`src/hdl/year_tagged_day_bitmap_set_defines.svh`:
```
// Assertion macros shared by the year-tagged day bitmap set RTL
`ifndef YEAR_TAGGED_DAY_BITMAP_SET_DEFINES_SVH
`define YEAR_TAGGED_DAY_BITMAP_SET_DEFINES_SVH

// Same-cycle check: when ante holds, cons must hold too
`define YTDB_ASSERT_NOW(label, ante, cons, msg) \
  label: assert property (@(posedge clk) disable iff (!rst_n) (ante) |-> (cons)) \
    else $error(msg);

// Next-cycle check: when ante holds, cons must hold in the next cycle
`define YTDB_ASSERT_NEXT(label, ante, cons, msg) \
  label: assert property (@(posedge clk) disable iff (!rst_n) (ante) |=> (cons)) \
    else $error(msg);

`endif

```
`src/hdl/ytdb_pkg.sv`:
```
// Types, constants and helper functions for the year-tagged day bitmap set
package ytdb_pkg;

  localparam int DAYS_PER_YEAR  = 366;
  localparam int WORDS_PER_SLOT = 6;
  localparam int WORD_W         = 64;
  localparam int YEAR_W         = 14;
  localparam int DAY_W          = 9;
  localparam int CNT_W          = 12;
  localparam int WSEL_W         = 3;

  // only bits 0..45 of the last word map to days 320..365
  localparam logic [WORD_W-1:0] LAST_WORD_MASK = 64'h0000_3FFF_FFFF_FFFF;
  localparam logic [CNT_W-1:0]  COUNT_MAX      = 12'hFFF;
  localparam logic [WSEL_W-1:0] LAST_WORD      = 3'd5;

  typedef enum logic [2:0] {
    OP_SET       = 3'd0,
    OP_CLEAR     = 3'd1,
    OP_TEST      = 3'd2,
    OP_FIRST     = 3'd3,
    OP_LAST      = 3'd4,
    OP_COUNT     = 3'd5,
    OP_CLEAR_ALL = 3'd6
  } op_e;

  typedef enum logic [1:0] {
    STAT_OK   = 2'd0,
    STAT_FULL = 2'd1,
    STAT_NONE = 2'd2
  } stat_e;

  typedef enum logic [3:0] {
    S_IDLE,
    S_SLOT,
    S_ACC_RD,
    S_ACC_EX,
    S_CHK_RD,
    S_CHK_EX,
    S_FIND_RD,
    S_FIND_EX,
    S_BYTE,
    S_CNT_RD,
    S_CNT_EX
  } state_e;

  typedef struct packed {
    logic [2:0]        opcode;
    logic [YEAR_W-1:0] year;
    logic [DAY_W-1:0]  day_index;
  } in_item_t;

  typedef struct packed {
    logic              active;
    logic [1:0]        status;
    logic [YEAR_W-1:0] found_year;
    logic [DAY_W-1:0]  found_day;
    logic [CNT_W-1:0]  active_count;
  } out_item_t;

  // word store command bits
  typedef struct packed {
    logic rd;
    logic wr;
    logic clr_slot;
    logic clr_all;
  } ws_cmd_t;

  function automatic logic [3:0] popcnt8(input logic [7:0] v);
    logic [3:0] n;
    n = '0;
    for (int i = 0; i < 8; i++) n = n + 4'(v[i]);
    return n;
  endfunction

  function automatic logic [6:0] popcnt64(input logic [WORD_W-1:0] v);
    logic [6:0] n;
    n = '0;
    for (int i = 0; i < 8; i++) n = n + 7'(popcnt8(v[i*8 +: 8]));
    return n;
  endfunction

  // lowest set bit position of a byte
  function automatic logic [2:0] lsb8(input logic [7:0] v);
    logic [2:0] p;
    p = '0;
    for (int i = 7; i >= 0; i--) if (v[i]) p = 3'(i);
    return p;
  endfunction

  // highest set bit position of a byte
  function automatic logic [2:0] msb8(input logic [7:0] v);
    logic [2:0] p;
    p = '0;
    for (int i = 0; i < 8; i++) if (v[i]) p = 3'(i);
    return p;
  endfunction

endpackage

```
`src/hdl/ytdb_word_store.sv`:
```
// Day bitmap word memory with per-word valid bits (unwritten words read as zero)
module ytdb_word_store
  import ytdb_pkg::*;
#(
  parameter int SLOTS = 8
) (
  input  logic                                         clk,
  input  logic                                         rst_n,
  input  ws_cmd_t                                      cmd,
  input  logic [((SLOTS > 1) ? $clog2(SLOTS) : 1)-1:0] clr_slot_idx,
  input  logic [$clog2(SLOTS*WORDS_PER_SLOT)-1:0]      wr_addr,
  input  logic [WORD_W-1:0]                            wr_data,
  input  logic [$clog2(SLOTS*WORDS_PER_SLOT)-1:0]      rd_addr,
  output logic [WORD_W-1:0]                            rd_data
);

  localparam int DEPTH  = SLOTS * WORDS_PER_SLOT;
  localparam int ADDR_W = $clog2(DEPTH);

  logic [WORD_W-1:0] mem [DEPTH];
  logic [DEPTH-1:0]  wvld_r;
  logic [WORD_W-1:0] rd_word_r;
  logic              rd_vld_r;
  logic [ADDR_W-1:0] slot_base;

  assign slot_base = ADDR_W'(clr_slot_idx) * ADDR_W'(WORDS_PER_SLOT);

  // single write port, registered read
  always_ff @(posedge clk) begin
    if (cmd.wr) begin
      mem[wr_addr] <= wr_data;
    end
    if (cmd.rd) begin
      rd_word_r <= mem[rd_addr];
      rd_vld_r  <= wvld_r[rd_addr];
    end
  end

  // word valid bits: cleared per slot on claim, all at once on clear all
  always_ff @(posedge clk) begin
    if (!rst_n) begin
      wvld_r <= '0;
    end else if (cmd.clr_all) begin
      wvld_r <= '0;
    end else begin
      if (cmd.clr_slot) begin
        for (int w = 0; w < WORDS_PER_SLOT; w++) begin
          wvld_r[ADDR_W'(slot_base + ADDR_W'(w))] <= 1'b0;
        end
      end
      if (cmd.wr) begin
        wvld_r[wr_addr] <= 1'b1;
      end
    end
  end

  assign rd_data = rd_vld_r ? rd_word_r : '0;

endmodule

```
`src/hdl/year_tagged_day_bitmap_set.sv`:
```
// Top level of the year-tagged day bitmap set: slot table, sequencer, word store
//
//   channel  ports                      handshake
//   input    start, busy, in_item       taken when start && !busy
//   result   out_valid, out_item        one-cycle strobe, no backpressure
//
// Slot lookup walks the slot table one slot per cycle.
// Word accesses go through one word store: each word is read in a read state and
// used in the examine state after it. Count reads every word of every slot; clear
// all and opcode 7 are answered straight from idle. A new item can be taken at the
// result edge. Reset empties the table at once; the result strobe cannot be stalled.
`include "year_tagged_day_bitmap_set_defines.svh"

module year_tagged_day_bitmap_set
  import ytdb_pkg::*;
#(
  parameter int YEAR_SLOTS = 8
) (
  input  logic      clk,
  input  logic      rst_n,
  input  logic      start,
  output logic      busy,
  input  in_item_t  in_item,
  output logic      out_valid,
  output out_item_t out_item
);

  localparam int SLOT_W = (YEAR_SLOTS > 1) ? $clog2(YEAR_SLOTS) : 1;
  localparam int DEPTH  = YEAR_SLOTS * WORDS_PER_SLOT;
  localparam int ADDR_W = $clog2(DEPTH);

  state_e            state_r, state_nxt;
  in_item_t          item_r, item_nxt;
  logic [SLOT_W-1:0] idx_r, idx_nxt;
  logic              match_hit_r, match_hit_nxt;
  logic [SLOT_W-1:0] match_idx_r, match_idx_nxt;
  logic              free_hit_r, free_hit_nxt;
  logic [SLOT_W-1:0] free_idx_r, free_idx_nxt;
  logic              best_hit_r, best_hit_nxt;
  logic [SLOT_W-1:0] best_idx_r, best_idx_nxt;
  logic [YEAR_W-1:0] best_year_r, best_year_nxt;
  logic [SLOT_W-1:0] sel_r, sel_nxt;
  logic [WSEL_W-1:0] wsel_r, wsel_nxt;
  logic [2:0]        chunk_r, chunk_nxt;
  logic [WORD_W-1:0] fword_r, fword_nxt;
  logic [CNT_W-1:0]  acc_r, acc_nxt;
  logic [YEAR_SLOTS-1:0] slot_valid_r, slot_valid_nxt;
  logic [YEAR_W-1:0] slot_year_r [YEAR_SLOTS];
  logic              out_valid_r, out_valid_nxt;
  out_item_t         out_r, out_nxt;

  logic              yr_we;
  ws_cmd_t           ws_cmd;
  logic [ADDR_W-1:0] ws_rd_addr;
  logic [ADDR_W-1:0] ws_wr_addr;
  logic [WORD_W-1:0] ws_wr_data;
  logic [WORD_W-1:0] ws_rd_data;

  function automatic logic [ADDR_W-1:0] waddr(input logic [SLOT_W-1:0] slot,
                                               input logic [WSEL_W-1:0] w);
    return ADDR_W'(slot) * ADDR_W'(WORDS_PER_SLOT) + ADDR_W'(w);
  endfunction

  ytdb_word_store #(
    .SLOTS (YEAR_SLOTS)
  ) u_store (
    .clk          (clk),
    .rst_n        (rst_n),
    .cmd          (ws_cmd),
    .clr_slot_idx (sel_nxt),
    .wr_addr      (ws_wr_addr),
    .wr_data      (ws_wr_data),
    .rd_addr      (ws_rd_addr),
    .rd_data      (ws_rd_data)
  );

  // state and control registers
  always_ff @(posedge clk) begin
    if (!rst_n) begin
      state_r      <= S_IDLE;
      slot_valid_r <= '0;
      out_valid_r  <= 1'b0;
    end else begin
      state_r      <= state_nxt;
      slot_valid_r <= slot_valid_nxt;
      out_valid_r  <= out_valid_nxt;
    end
  end

  // working registers and result payload
  always_ff @(posedge clk) begin
    item_r      <= item_nxt;
    idx_r       <= idx_nxt;
    match_hit_r <= match_hit_nxt;
    match_idx_r <= match_idx_nxt;
    free_hit_r  <= free_hit_nxt;
    free_idx_r  <= free_idx_nxt;
    best_hit_r  <= best_hit_nxt;
    best_idx_r  <= best_idx_nxt;
    best_year_r <= best_year_nxt;
    sel_r       <= sel_nxt;
    wsel_r      <= wsel_nxt;
    chunk_r     <= chunk_nxt;
    fword_r     <= fword_nxt;
    acc_r       <= acc_nxt;
    out_r       <= out_nxt;
  end

  // year tags, written when a free slot is claimed
  always_ff @(posedge clk) begin
    if (yr_we) begin
      slot_year_r[sel_nxt] <= item_r.year;
    end
  end

  // sequencer
  always_comb begin
    logic              day_ok;
    logic [WORD_W-1:0] bit_mask;
    logic [WSEL_W-1:0] day_word;
    logic              cur_valid;
    logic [YEAR_W-1:0] cur_year;
    logic              last_idx;
    logic              is_first;
    logic              done;
    out_item_t         res;
    logic [WORD_W-1:0] fw;
    logic [7:0]        byte_v;
    logic [CNT_W:0]    sum;

    day_ok    = item_r.day_index < DAY_W'(DAYS_PER_YEAR);
    bit_mask  = WORD_W'(1) << item_r.day_index[5:0];
    day_word  = item_r.day_index[DAY_W-1:6];
    cur_valid = slot_valid_r[idx_r];
    cur_year  = slot_year_r[idx_r];
    last_idx  = idx_r == SLOT_W'(YEAR_SLOTS - 1);
    is_first  = item_r.opcode == OP_FIRST;
    done      = 1'b0;
    res       = '0;
    fw        = ws_rd_data & ((wsel_r == LAST_WORD) ? LAST_WORD_MASK : '1);
    byte_v    = fword_r[{chunk_r, 3'b000} +: 8];
    sum       = {1'b0, acc_r}
              + (CNT_W + 1)'(popcnt64(fw & {WORD_W{slot_valid_r[idx_r]}}));

    state_nxt      = state_r;
    item_nxt       = item_r;
    idx_nxt        = idx_r;
    match_hit_nxt  = match_hit_r;
    match_idx_nxt  = match_idx_r;
    free_hit_nxt   = free_hit_r;
    free_idx_nxt   = free_idx_r;
    best_hit_nxt   = best_hit_r;
    best_idx_nxt   = best_idx_r;
    best_year_nxt  = best_year_r;
    sel_nxt        = sel_r;
    wsel_nxt       = wsel_r;
    chunk_nxt      = chunk_r;
    fword_nxt      = fword_r;
    acc_nxt        = acc_r;
    slot_valid_nxt = slot_valid_r;
    out_valid_nxt  = 1'b0;
    out_nxt        = out_r;
    yr_we          = 1'b0;
    ws_cmd         = '0;
    ws_rd_addr     = waddr(sel_r, wsel_r);
    ws_wr_addr     = waddr(sel_r, day_word);
    ws_wr_data     = '0;

    unique case (state_r)
      S_IDLE: begin
        if (start) begin
          item_nxt      = in_item;
          idx_nxt       = '0;
          wsel_nxt      = '0;
          acc_nxt       = '0;
          match_hit_nxt = 1'b0;
          free_hit_nxt  = 1'b0;
          best_hit_nxt  = 1'b0;
          unique case (in_item.opcode) inside
            OP_CLEAR_ALL: begin
              ws_cmd.clr_all = 1'b1;
              slot_valid_nxt = '0;
              done           = 1'b1;
            end
            OP_COUNT: begin
              state_nxt = S_CNT_RD;
            end
            OP_SET, OP_CLEAR, OP_TEST, OP_FIRST, OP_LAST: begin
              state_nxt = S_SLOT;
            end
            default: begin
              done = 1'b1;
            end
          endcase
        end
      end

      // one slot per cycle: tag match, first free slot, smallest/largest tag
      S_SLOT: begin
        if (!match_hit_r && cur_valid && cur_year == item_r.year) begin
          match_hit_nxt = 1'b1;
          match_idx_nxt = idx_r;
        end
        if (!free_hit_r && !cur_valid) begin
          free_hit_nxt = 1'b1;
          free_idx_nxt = idx_r;
        end
        if (cur_valid && (!best_hit_r || (is_first && cur_year < best_year_r) ||
            (!is_first && cur_year > best_year_r))) begin
          best_hit_nxt  = 1'b1;
          best_idx_nxt  = idx_r;
          best_year_nxt = cur_year;
        end
        if (!last_idx) begin
          idx_nxt = SLOT_W'(idx_r + 1'b1);
        end else begin
          unique case (item_r.opcode) inside
            OP_SET: begin
              if (!day_ok) begin
                done = 1'b1;
              end else if (match_hit_nxt) begin
                sel_nxt   = match_idx_nxt;
                state_nxt = S_ACC_RD;
              end else if (free_hit_nxt) begin
                // claim the free slot: tag it and blank its bitmap
                sel_nxt                      = free_idx_nxt;
                slot_valid_nxt[free_idx_nxt] = 1'b1;
                yr_we                        = 1'b1;
                ws_cmd.clr_slot              = 1'b1;
                state_nxt                    = S_ACC_RD;
              end else begin
                res.status = STAT_FULL;
                done       = 1'b1;
              end
            end
            OP_CLEAR, OP_TEST: begin
              if (day_ok && match_hit_nxt) begin
                sel_nxt   = match_idx_nxt;
                state_nxt = S_ACC_RD;
              end else begin
                done = 1'b1;
              end
            end
            OP_FIRST, OP_LAST: begin
              if (best_hit_nxt) begin
                sel_nxt   = best_idx_nxt;
                wsel_nxt  = is_first ? '0 : LAST_WORD;
                state_nxt = S_FIND_RD;
              end else begin
                res.status = STAT_NONE;
                done       = 1'b1;
              end
            end
            default: begin
              done = 1'b1;
            end
          endcase
        end
      end

      S_ACC_RD: begin
        ws_cmd.rd  = 1'b1;
        ws_rd_addr = waddr(sel_r, day_word);
        state_nxt  = S_ACC_EX;
      end

      // read-modify-write of the addressed word, or the test bit
      S_ACC_EX: begin
        if (item_r.opcode == OP_SET) begin
          ws_cmd.wr  = 1'b1;
          ws_wr_data = ws_rd_data | bit_mask;
          done       = 1'b1;
        end else if (item_r.opcode == OP_CLEAR) begin
          ws_cmd.wr  = 1'b1;
          ws_wr_data = ws_rd_data & ~bit_mask;
          wsel_nxt   = '0;
          state_nxt  = S_CHK_RD;
        end else begin
          res.active = |(ws_rd_data & bit_mask);
          done       = 1'b1;
        end
      end

      S_CHK_RD: begin
        ws_cmd.rd = 1'b1;
        state_nxt = S_CHK_EX;
      end

      // free the slot once every word reads empty
      S_CHK_EX: begin
        if (|ws_rd_data) begin
          done = 1'b1;
        end else if (wsel_r == LAST_WORD) begin
          slot_valid_nxt[sel_r] = 1'b0;
          done                  = 1'b1;
        end else begin
          wsel_nxt  = wsel_r + 1'b1;
          state_nxt = S_CHK_RD;
        end
      end

      S_FIND_RD: begin
        ws_cmd.rd = 1'b1;
        state_nxt = S_FIND_EX;
      end

      // find the first nonempty word, in scan direction
      S_FIND_EX: begin
        if (|fw) begin
          fword_nxt = fw;
          chunk_nxt = is_first ? 3'd0 : 3'd7;
          state_nxt = S_BYTE;
        end else if (is_first ? (wsel_r == LAST_WORD) : (wsel_r == '0)) begin
          res.status = STAT_NONE;
          done       = 1'b1;
        end else begin
          wsel_nxt  = is_first ? wsel_r + 1'b1 : wsel_r - 1'b1;
          state_nxt = S_FIND_RD;
        end
      end

      // narrow to a byte, then encode the bit within it
      S_BYTE: begin
        if (|byte_v) begin
          res.found_year = best_year_r;
          res.found_day  = {wsel_r, chunk_r, is_first ? lsb8(byte_v) : msb8(byte_v)};
          done           = 1'b1;
        end else begin
          chunk_nxt = is_first ? chunk_r + 1'b1 : chunk_r - 1'b1;
        end
      end

      S_CNT_RD: begin
        ws_cmd.rd  = 1'b1;
        ws_rd_addr = waddr(idx_r, wsel_r);
        state_nxt  = S_CNT_EX;
      end

      // saturating popcount accumulate over all words of valid slots
      S_CNT_EX: begin
        acc_nxt   = (sum > (CNT_W + 1)'(COUNT_MAX)) ? COUNT_MAX : sum[CNT_W-1:0];
        state_nxt = S_CNT_RD;
        if (wsel_r == LAST_WORD) begin
          wsel_nxt = '0;
          if (last_idx) begin
            res.active_count = acc_nxt;
            done             = 1'b1;
          end else begin
            idx_nxt = SLOT_W'(idx_r + 1'b1);
          end
        end else begin
          wsel_nxt = wsel_r + 1'b1;
        end
      end

      default: begin
        state_nxt = S_IDLE;
      end
    endcase

    if (done) begin
      out_valid_nxt = 1'b1;
      out_nxt       = res;
      state_nxt     = S_IDLE;
    end
  end

  assign busy      = state_r != S_IDLE;
  assign out_valid = out_valid_r;
  assign out_item  = out_r;

  `YTDB_ASSERT_NEXT(a_accept_progress, start && !busy, busy || out_valid,
    "accepted item neither in work nor answered")
  `YTDB_ASSERT_NOW(a_result_when_idle, out_valid, !busy,
    "result strobe while the sequencer is still working")
  `YTDB_ASSERT_NOW(a_full_only_when_full, out_valid && out_item.status == STAT_FULL,
    &slot_valid_r, "table full reported with a free slot")
  `YTDB_ASSERT_NOW(a_store_port_exclusive, ws_cmd.rd, !ws_cmd.wr,
    "word store read and write in the same cycle")

endmodule

```
`config.mk`:
```
export PLATFORM = sky130hd
export DESIGN_NAME = year_tagged_day_bitmap_set
export DESIGN_NICKNAME = d
export VERILOG_FILES = /design/src/hdl/ytdb_pkg.sv /design/src/hdl/ytdb_word_store.sv /design/src/hdl/year_tagged_day_bitmap_set.sv
export VERILOG_INCLUDE_DIRS = /design/src /design/src/hdl
export SDC_FILE = /design/constraint.sdc
export NUM_CORES = 2
export LEC_CHECK = 0
export BUFFER_PORTS_ARGS = -buffer_cell sky130_fd_sc_hd__buf_2
export CAP_MARGIN = 20
export CORE_MARGIN = 5
export CORE_UTILIZATION = 37
export CTS_BUF_LIST = sky130_fd_sc_hd__clkbuf_8 sky130_fd_sc_hd__clkbuf_16
export DETAILED_ROUTE_END_ITERATION = 6
export PLACE_DENSITY = 0.54
export SLEW_MARGIN = 15
export SYNTH_ARGS = -nofsm -noshare
export SYNTH_HDL_FRONTEND = slang
export SYNTH_HIERARCHICAL = 1
export SYNTH_SLANG_ARGS = --single-unit
```
`constraint.sdc`:
```
create_clock -name clk -period 8.7 [get_ports clk]
set_input_delay 1.74 -clock clk [delete_from_list [all_inputs] [get_ports clk]]
set_output_delay 1.74 -clock clk [all_outputs]
set_load 0.01 [all_outputs]
```
# Yosys cells after proc, flatten, opt, wreduce, memory -nomap -nowiden
# Memories as Yosys holds them, arrays and structs flattened. A register that Yosys moved wholly into a read port is not among the register bits.
# Cells that the tools add are included.
# word_totals
ff_bits,240
latch_bits,0
ram_bits,3184
rom_bits,0
input_bits,29
memories,2
# op_classes
n_addsub,77
n_mul,3
div,0
n_lt_le_gt_ge,24
eq_ne,49
shift,2
mux,169
n_bitwise,25
reduce_logical,58
# mem_list
name,words,width,rd,rd_clocked_by_memory_dff,wr,line,text
u_store.mem,48,64,1,1,1,ytdb_word_store.sv:20,logic [WORD_W-1:0] mem [DEPTH];
slot_year_r,8,14,1,1,1,year_tagged_day_bitmap_set.sv:48,logic [YEAR_W-1:0] slot_year_r [YEAR_SLOTS];
# ops
cell,n
2-to-1 mux 64 bit,5
AND 48 bit,6
AND 64 bit,4
NOT 48 bit,5
2-to-1 mux 48 bit,4
OR reduction 64 bit,3
2-to-1 mux 3 bit,46
adder 4 x 1 -> 4 bit,32
2-to-1 mux 8 bit,9
NOT 64 bit,1
bitwise OR 64 bit,1
indexed part select 64 x 7 -> 8 bit,1
<< shifter 1 x 6 -> 64 bit (first input constant),1
2-to-1 mux 1 bit,58
< comparator 6 x 7 -> 1 bit (second input constant),8
2-to-1 mux 4 bit,13
NOT 47 -> 48 bit,1
bitwise OR 48 bit,1
case mux 4 bit (11 select lines),1
greater-or-equal comparator 6 x 1 -> 1 bit (second input constant),7
demux 1 bit (select 6 bit),6
!= test 2 bit (second input constant),18
adder 3 x 1 -> 4 bit,8
adder 7 x 4 -> 7 bit,4
other kinds (74),164

# Depth between registers and ports, before layout
# logic_depth
ltp_word,29
mapped_depth,33

# By module
# The synthesis kept the hierarchy.
# by_module_without_submodules
mod,instances,cells_per_inst,area_each_um2,seq_area_each_um2
ytdb_word_store,1,5617,122302.3,95161.3
year_tagged_day_bitmap_set,1,1586,18107.4,8998.6

# Worst setup path before layout
# Ideal clock, no wire load.
# synth_path
path_type,reg-to-reg
from,register idx_r[0]
to,"register out_r (netlist bit out_item[3]), data pin"
arrival_ps,8372
t_required_ps,8560
path_slack_ps,188
stages_incl_launch_ff,32
path_buffers,4
synth_period_minus_slack_ps,8512
path_cell_list,edfxtp_1 buf_2 mux4_2 mux2_2 clkbuf_1 clkbuf_1 and2_1 fa_1 inv_1 fa_1 inv_1 fa_1 inv_1 fa_1 fa_1 fa_1 fa_1 fa_1 fa_1 fa_1 nor2b_1 o21ai_0 a21boi_0 o21ai_0 a21boi_0 o21ai_0 nand2b_1 a21o_1 nand2b_1 clkbuf_1 o21a_1 nor2_1
# synth_via
elab_chain_len,20
word_cells_on_any_way,71
# synth_lines
element,line,text
"start, declared",year_tagged_day_bitmap_set.sv:34,"logic [SLOT_W-1:0] idx_r, idx_nxt;"
"start signal, assigned",year_tagged_day_bitmap_set.sv:93,idx_r <= idx_nxt;
binary-select mux 1 bit (select 3 bit),year_tagged_day_bitmap_set.sv:143,+ (CNT_W + 1)'(popcnt64(fw & {WORD_W{slot_valid_r[idx_r]}}));
2-to-1 mux 1 bit (implied by the code),year_tagged_day_bitmap_set.sv:143,
AND 64 bit,year_tagged_day_bitmap_set.sv:143,
adder 1 x 1 -> 2 bit,ytdb_pkg.sv:72,for (int i = 0; i < 8; i++) n = n + 4'(v[i]);
adder 2 x 1 -> 3 bit,ytdb_pkg.sv:72,
adder 3 x 1 -> 4 bit,ytdb_pkg.sv:72,
adder 4 x 1 -> 4 bit (4 in a row),ytdb_pkg.sv:72,
adder 4 x 4 -> 5 bit,ytdb_pkg.sv:79,for (int i = 0; i < 8; i++) n = n + 7'(popcnt8(v[i*8 +: 8]));
adder 5 x 4 -> 6 bit,ytdb_pkg.sv:79,
adder 6 x 4 -> 7 bit,ytdb_pkg.sv:79,
adder 7 x 4 -> 7 bit (4 in a row),ytdb_pkg.sv:79,
adder 12 x 7 -> 13 bit,year_tagged_day_bitmap_set.sv:143,
greater-than comparator 13 x 12 -> 1 bit,year_tagged_day_bitmap_set.sv:341,acc_nxt = (sum > (CNT_W + 1)'(COUNT_MAX)) ? COUNT_MAX : sum[CNT_W-1:0];
2-to-1 mux 12 bit,year_tagged_day_bitmap_set.sv:341,
"end signal, assigned",year_tagged_day_bitmap_set.sv:106,out_r <= out_nxt;
"end, declared",year_tagged_day_bitmap_set.sv:50,"out_item_t out_r, out_nxt;"
# Parallel ways exist; a longest one is shown, timed or not. The select of a mux whose other input is x is not followed.
# A chain may end at the register's enable or synchronous reset.

# Worst setup path after layout
# layout_path
from,register idx_r[0]
to,"register acc_r[11], data pin"
# layout_via
elab_chain_len,21
word_cells_on_any_way,70
# layout_lines
element,line,text
binary-select mux 1 bit (select 3 bit) *,year_tagged_day_bitmap_set.sv:143,
2-to-1 mux 1 bit (implied by the code) *,year_tagged_day_bitmap_set.sv:143,
AND 64 bit *,year_tagged_day_bitmap_set.sv:143,
adder 1 x 1 -> 2 bit,ytdb_pkg.sv:72,
adder 2 x 1 -> 3 bit,ytdb_pkg.sv:72,
adder 3 x 1 -> 4 bit,ytdb_pkg.sv:72,
adder 4 x 1 -> 4 bit (4 in a row),ytdb_pkg.sv:72,
adder 4 x 4 -> 5 bit,ytdb_pkg.sv:79,
adder 5 x 4 -> 6 bit,ytdb_pkg.sv:79,
adder 6 x 4 -> 7 bit,ytdb_pkg.sv:79,
adder 7 x 4 -> 7 bit (3 in a row),ytdb_pkg.sv:79,
adder 7 x 4 -> 7 bit *,ytdb_pkg.sv:79,
adder 12 x 7 -> 13 bit *,year_tagged_day_bitmap_set.sv:143,
greater-than comparator 13 x 12 -> 1 bit,year_tagged_day_bitmap_set.sv:341,
2-to-1 mux 12 bit *,year_tagged_day_bitmap_set.sv:341,
case mux 12 bit (2 select lines) *,year_tagged_day_bitmap_set.sv:169,unique case (state_r)
"end signal, assigned",year_tagged_day_bitmap_set.sv:105,acc_r <= acc_nxt;
"end, declared",year_tagged_day_bitmap_set.sv:46,"logic [CNT_W-1:0] acc_r, acc_nxt;"
# Mark *: on every way between the ends. The rest lies on a longest branch, timed or not. The select of a mux whose other input is x is not followed.

==> results.json <==
{
  "clock_sinks": 3491,
  "yosysWarnings": 6,
  "cts_buffer_depth": 4,
  "pwr-share-seq": 0.386,
  "gr-usage-met1": 0.2878,
  "ir_drop_mv": 0.3477,
  "worst_setup_path_end_kind": "flop",
  "worst_slew_pin_slew_ns": 1.230,
  "crit_type": "reg -> reg",
  "dr.first_iter.drc_count": 8374,
  "setup_viol": 0,
  "vias_per_cell": 5.772,
  "cp-start-kind": "flop",
  "required_ns": 9.53,
  "crit_path_frequent_cell": "fa_1",
  "htree_levels": 5,
  "clock_skew_ns": 0.06319,
  "syn_area_per_cell_sq_um": 19.49,
  "hold_path_class": "reg -> reg",
  "met2_usage": 0.3490,
  "cts_buffers": 359,
  "synth.distinct_cells": 86,
  "fin_area_sq_um": 161300,
  "slew_violations": 0,
  "wl_per_cell_um": 32.76,
  "leakagePower_nw": 58.56,
  "grt-busiest-layer": "met2",
  "power_density_nw_per_um2": 305.1,
  "yosysTopAreaCell": "edfxtp_1",
  "pwr-share-clk": 0.307,
  "power_frac_comb": 0.307,
  "syn_to_final_growth_pct": 14.84,
  "p_int_w": 0.03190,
  "ys_seq_elements": 3491,
  "max_freq_mhz": 120.1,
  "synth_commonest_cells": "edfxtp_1, mux4_2, mux2i_1",
  "cts.clk_slew.worst_paths_ns": 0.06,
  "cpMaxStageDelayCell": "fa_1",
  "placed_area_sq_um": 149200,
  "finalCriticalPeriod_ns": 8.325,
  "synth_cells": 7203,
  "antenna_found_initial": 26,
  "nFillCells": 32690,
  "port_buffers": 68,
  "critPathMaxFanout": 30,
  "synth_edf_count": 3424,
  "post-route-period-util": 0.9569,
  "nNetsFinal": 7733,
  "track_usage": 0.2119,
  "num_rows": 226,
  "slowest_delay_ns": 0.57,
  "gp_congestion": 0.9252,
  "arrival_ns": 9.15,
  "yosys-top-cells-area": "edfxtp_1, mux4_2, mux2i_1, dfxtp_1, fa_1",
  "die-height_um": 626.0,
  "hold_viol": 0,
  "met3_usage": 0.03445,
  "syn_area_sq_um": 140400,
  "drv_cap": 0,
  "violations": "design-rule violations",
  "io_pins": 69,
  "syn_nets": 7361,
  "dieArea_sq_um": 391900,
  "routed_wl_um": 422400,
  "p_total_w": 0.04920,
  "ant_nets": 0,
  "vias": 74410,
  "initial_core_util": 0.3708,
  "grt_max_degree": 105,
  "switching_share": 0.3516,
  "grt_overflow": 0,
  "core_sq_um": 378600,
  "drc": 1,
  "dominantRegCellSynth": "edfxtp_1",
  "status": "finished, violations left",
  "clk_latency_ns": 0.99,
  "die_width_um": 626.0,
  "grt_pass1_wl_um": 592100,
  "synth.most_common_cell": "edfxtp_1",
  "switchingPower_w": 0.01730,
  "drtPass1Iterations": 7,
  "relSlewSlack": 0.1760,
  "drive_gt1_frac": 0.2387,
  "dp_hpwl_um": 242100,
  "cts_tree": "built",
  "cts_root_buf": "clkbuf_16",
  "synth_top_cell_area_share": 0.7323,
  "grt_pass1_vias": 75330,
  "yosysSeqAreaShare": 0.7418,
  "async_flop_share": 0
}
[repair_timing]
item	CTS	global route
setup buffers	6	3
setup endpoints to repair	24	24
hold buffers	0	0
pin swaps	3	15
resized for setup	7	20
[cell usage in the layout, fill, tap and decap left out, drive strengths merged, types with 45 or more instances in the layout]
cell and count:
dfxtp 67, inv 181, nand3 118, o22ai 131
fa 62, a31oi 59, buf 427, clkinv 162
nor3 49, edfxtp 3424, clkbuf 365, and2 129
a221oi 45, ha 67, a21oi 159, a22oi 91
mux2i 383, mux4 728, nor2 240, mux2 45
o21ai 229, nand2 194
[stage by stage]
stage,setup slack (ns),cells,setup TNS [ns],utilization,hold WS [ns]
after CTS,0.02546,12860,0,0.4244,0.4596
after detailed placement,-0.2081,12200,-3.658,0.3941,0.4477
final,0.3754,12890,0,0.4259,0.4611
after global routing,-0.001942,12880,-0.001942,0.4258,0.4761
after global placement,-0.2068,12200,-2.896,0.3937,0.4358
after floorplan,0.1884,7203,0,-,0.4196
[final timing paths]
kind / slack, ns / cells after the start / endpoint / startpoint
max: 0.38 / 27 / acc_r[11] / idx_r[0]
min reg2reg: 0.46 / 2 / u_store/wvld_r[31] / u_store/wvld_r[31]
max reg2reg: 0.38 / 27 / acc_r[11] / idx_r[0]
min: 0.46 / 2 / u_store/wvld_r[31] / u_store/wvld_r[31]
[critical path: cells and delay by family, from the launching register on]
kind            cells  cell delay, ns
fa+ha+maj          10            4.68
flops               1            0.44
mux                 2            0.86
simple gates        5            0.59
compound gates      7            1.17
buf+inv             3            0.42
[registers in the layout, summed over array words and instances (netlist names), 4 cells and up, named ones only]
signal and count:
u_store/rd_word_r 64, state_r 4, slot_valid_r 8, item_r 26, fword_r 64, best_year_r 14
u_store/mem 3072, out_item 38, acc_r 12, slot_year_r 112, u_store/wvld_r 48
[power groups by stage]
stage | sequential [W] | clock (W) | combinational, W
global placement | 0.0194 | 0 | 0.0152
detailed placement | 0.0194 | 0 | 0.0152
floorplan | 0.0192 | 0 | 0.00884
finish | 0.0190 | 0.0151 | 0.0151
CTS | 0.0190 | 0.0154 | 0.0152
global route | 0.0190 | 0.0161 | 0.0157
[cell type report]
cell class | instances | area (sq um) | share of cell area
clock inverters | 284 | 2332 | 0.01446
diodes | 12 | 30.03 | 0.0001862
repair buffers | 427 | 3905 | 0.02422
clock buffers | 365 | 9123 | 0.05657
flip-flops and latches | 3491 | 104200 | 0.6459
well taps | 5016 | 6276 | 0.03892
inverters | 112 | 420.4 | 0.002607
multi-input cells | 3184 | 35010 | 0.2171
[metal layers]
metal | share of wire | wire (um)
met4 | 0.035 | 14940
met1 | 0.40 | 171000
met3 | 0.072 | 30330
met5 | 0.000071 | 30
met2 | 0.49 | 206000
[cells by family after synthesis]
kind of cell | after synthesis | share of synthesized area
buf+inv | 528 | 0.01704
flops | 3491 | 0.7418
compound gates | 932 | 0.04332
fa+ha+maj | 129 | 0.01481
simple gates | 930 | 0.03267
mux | 1156 | 0.1480
xor+xnor | 37 | 0.002308
Note: power is estimated with default switching activity, not from simulation.
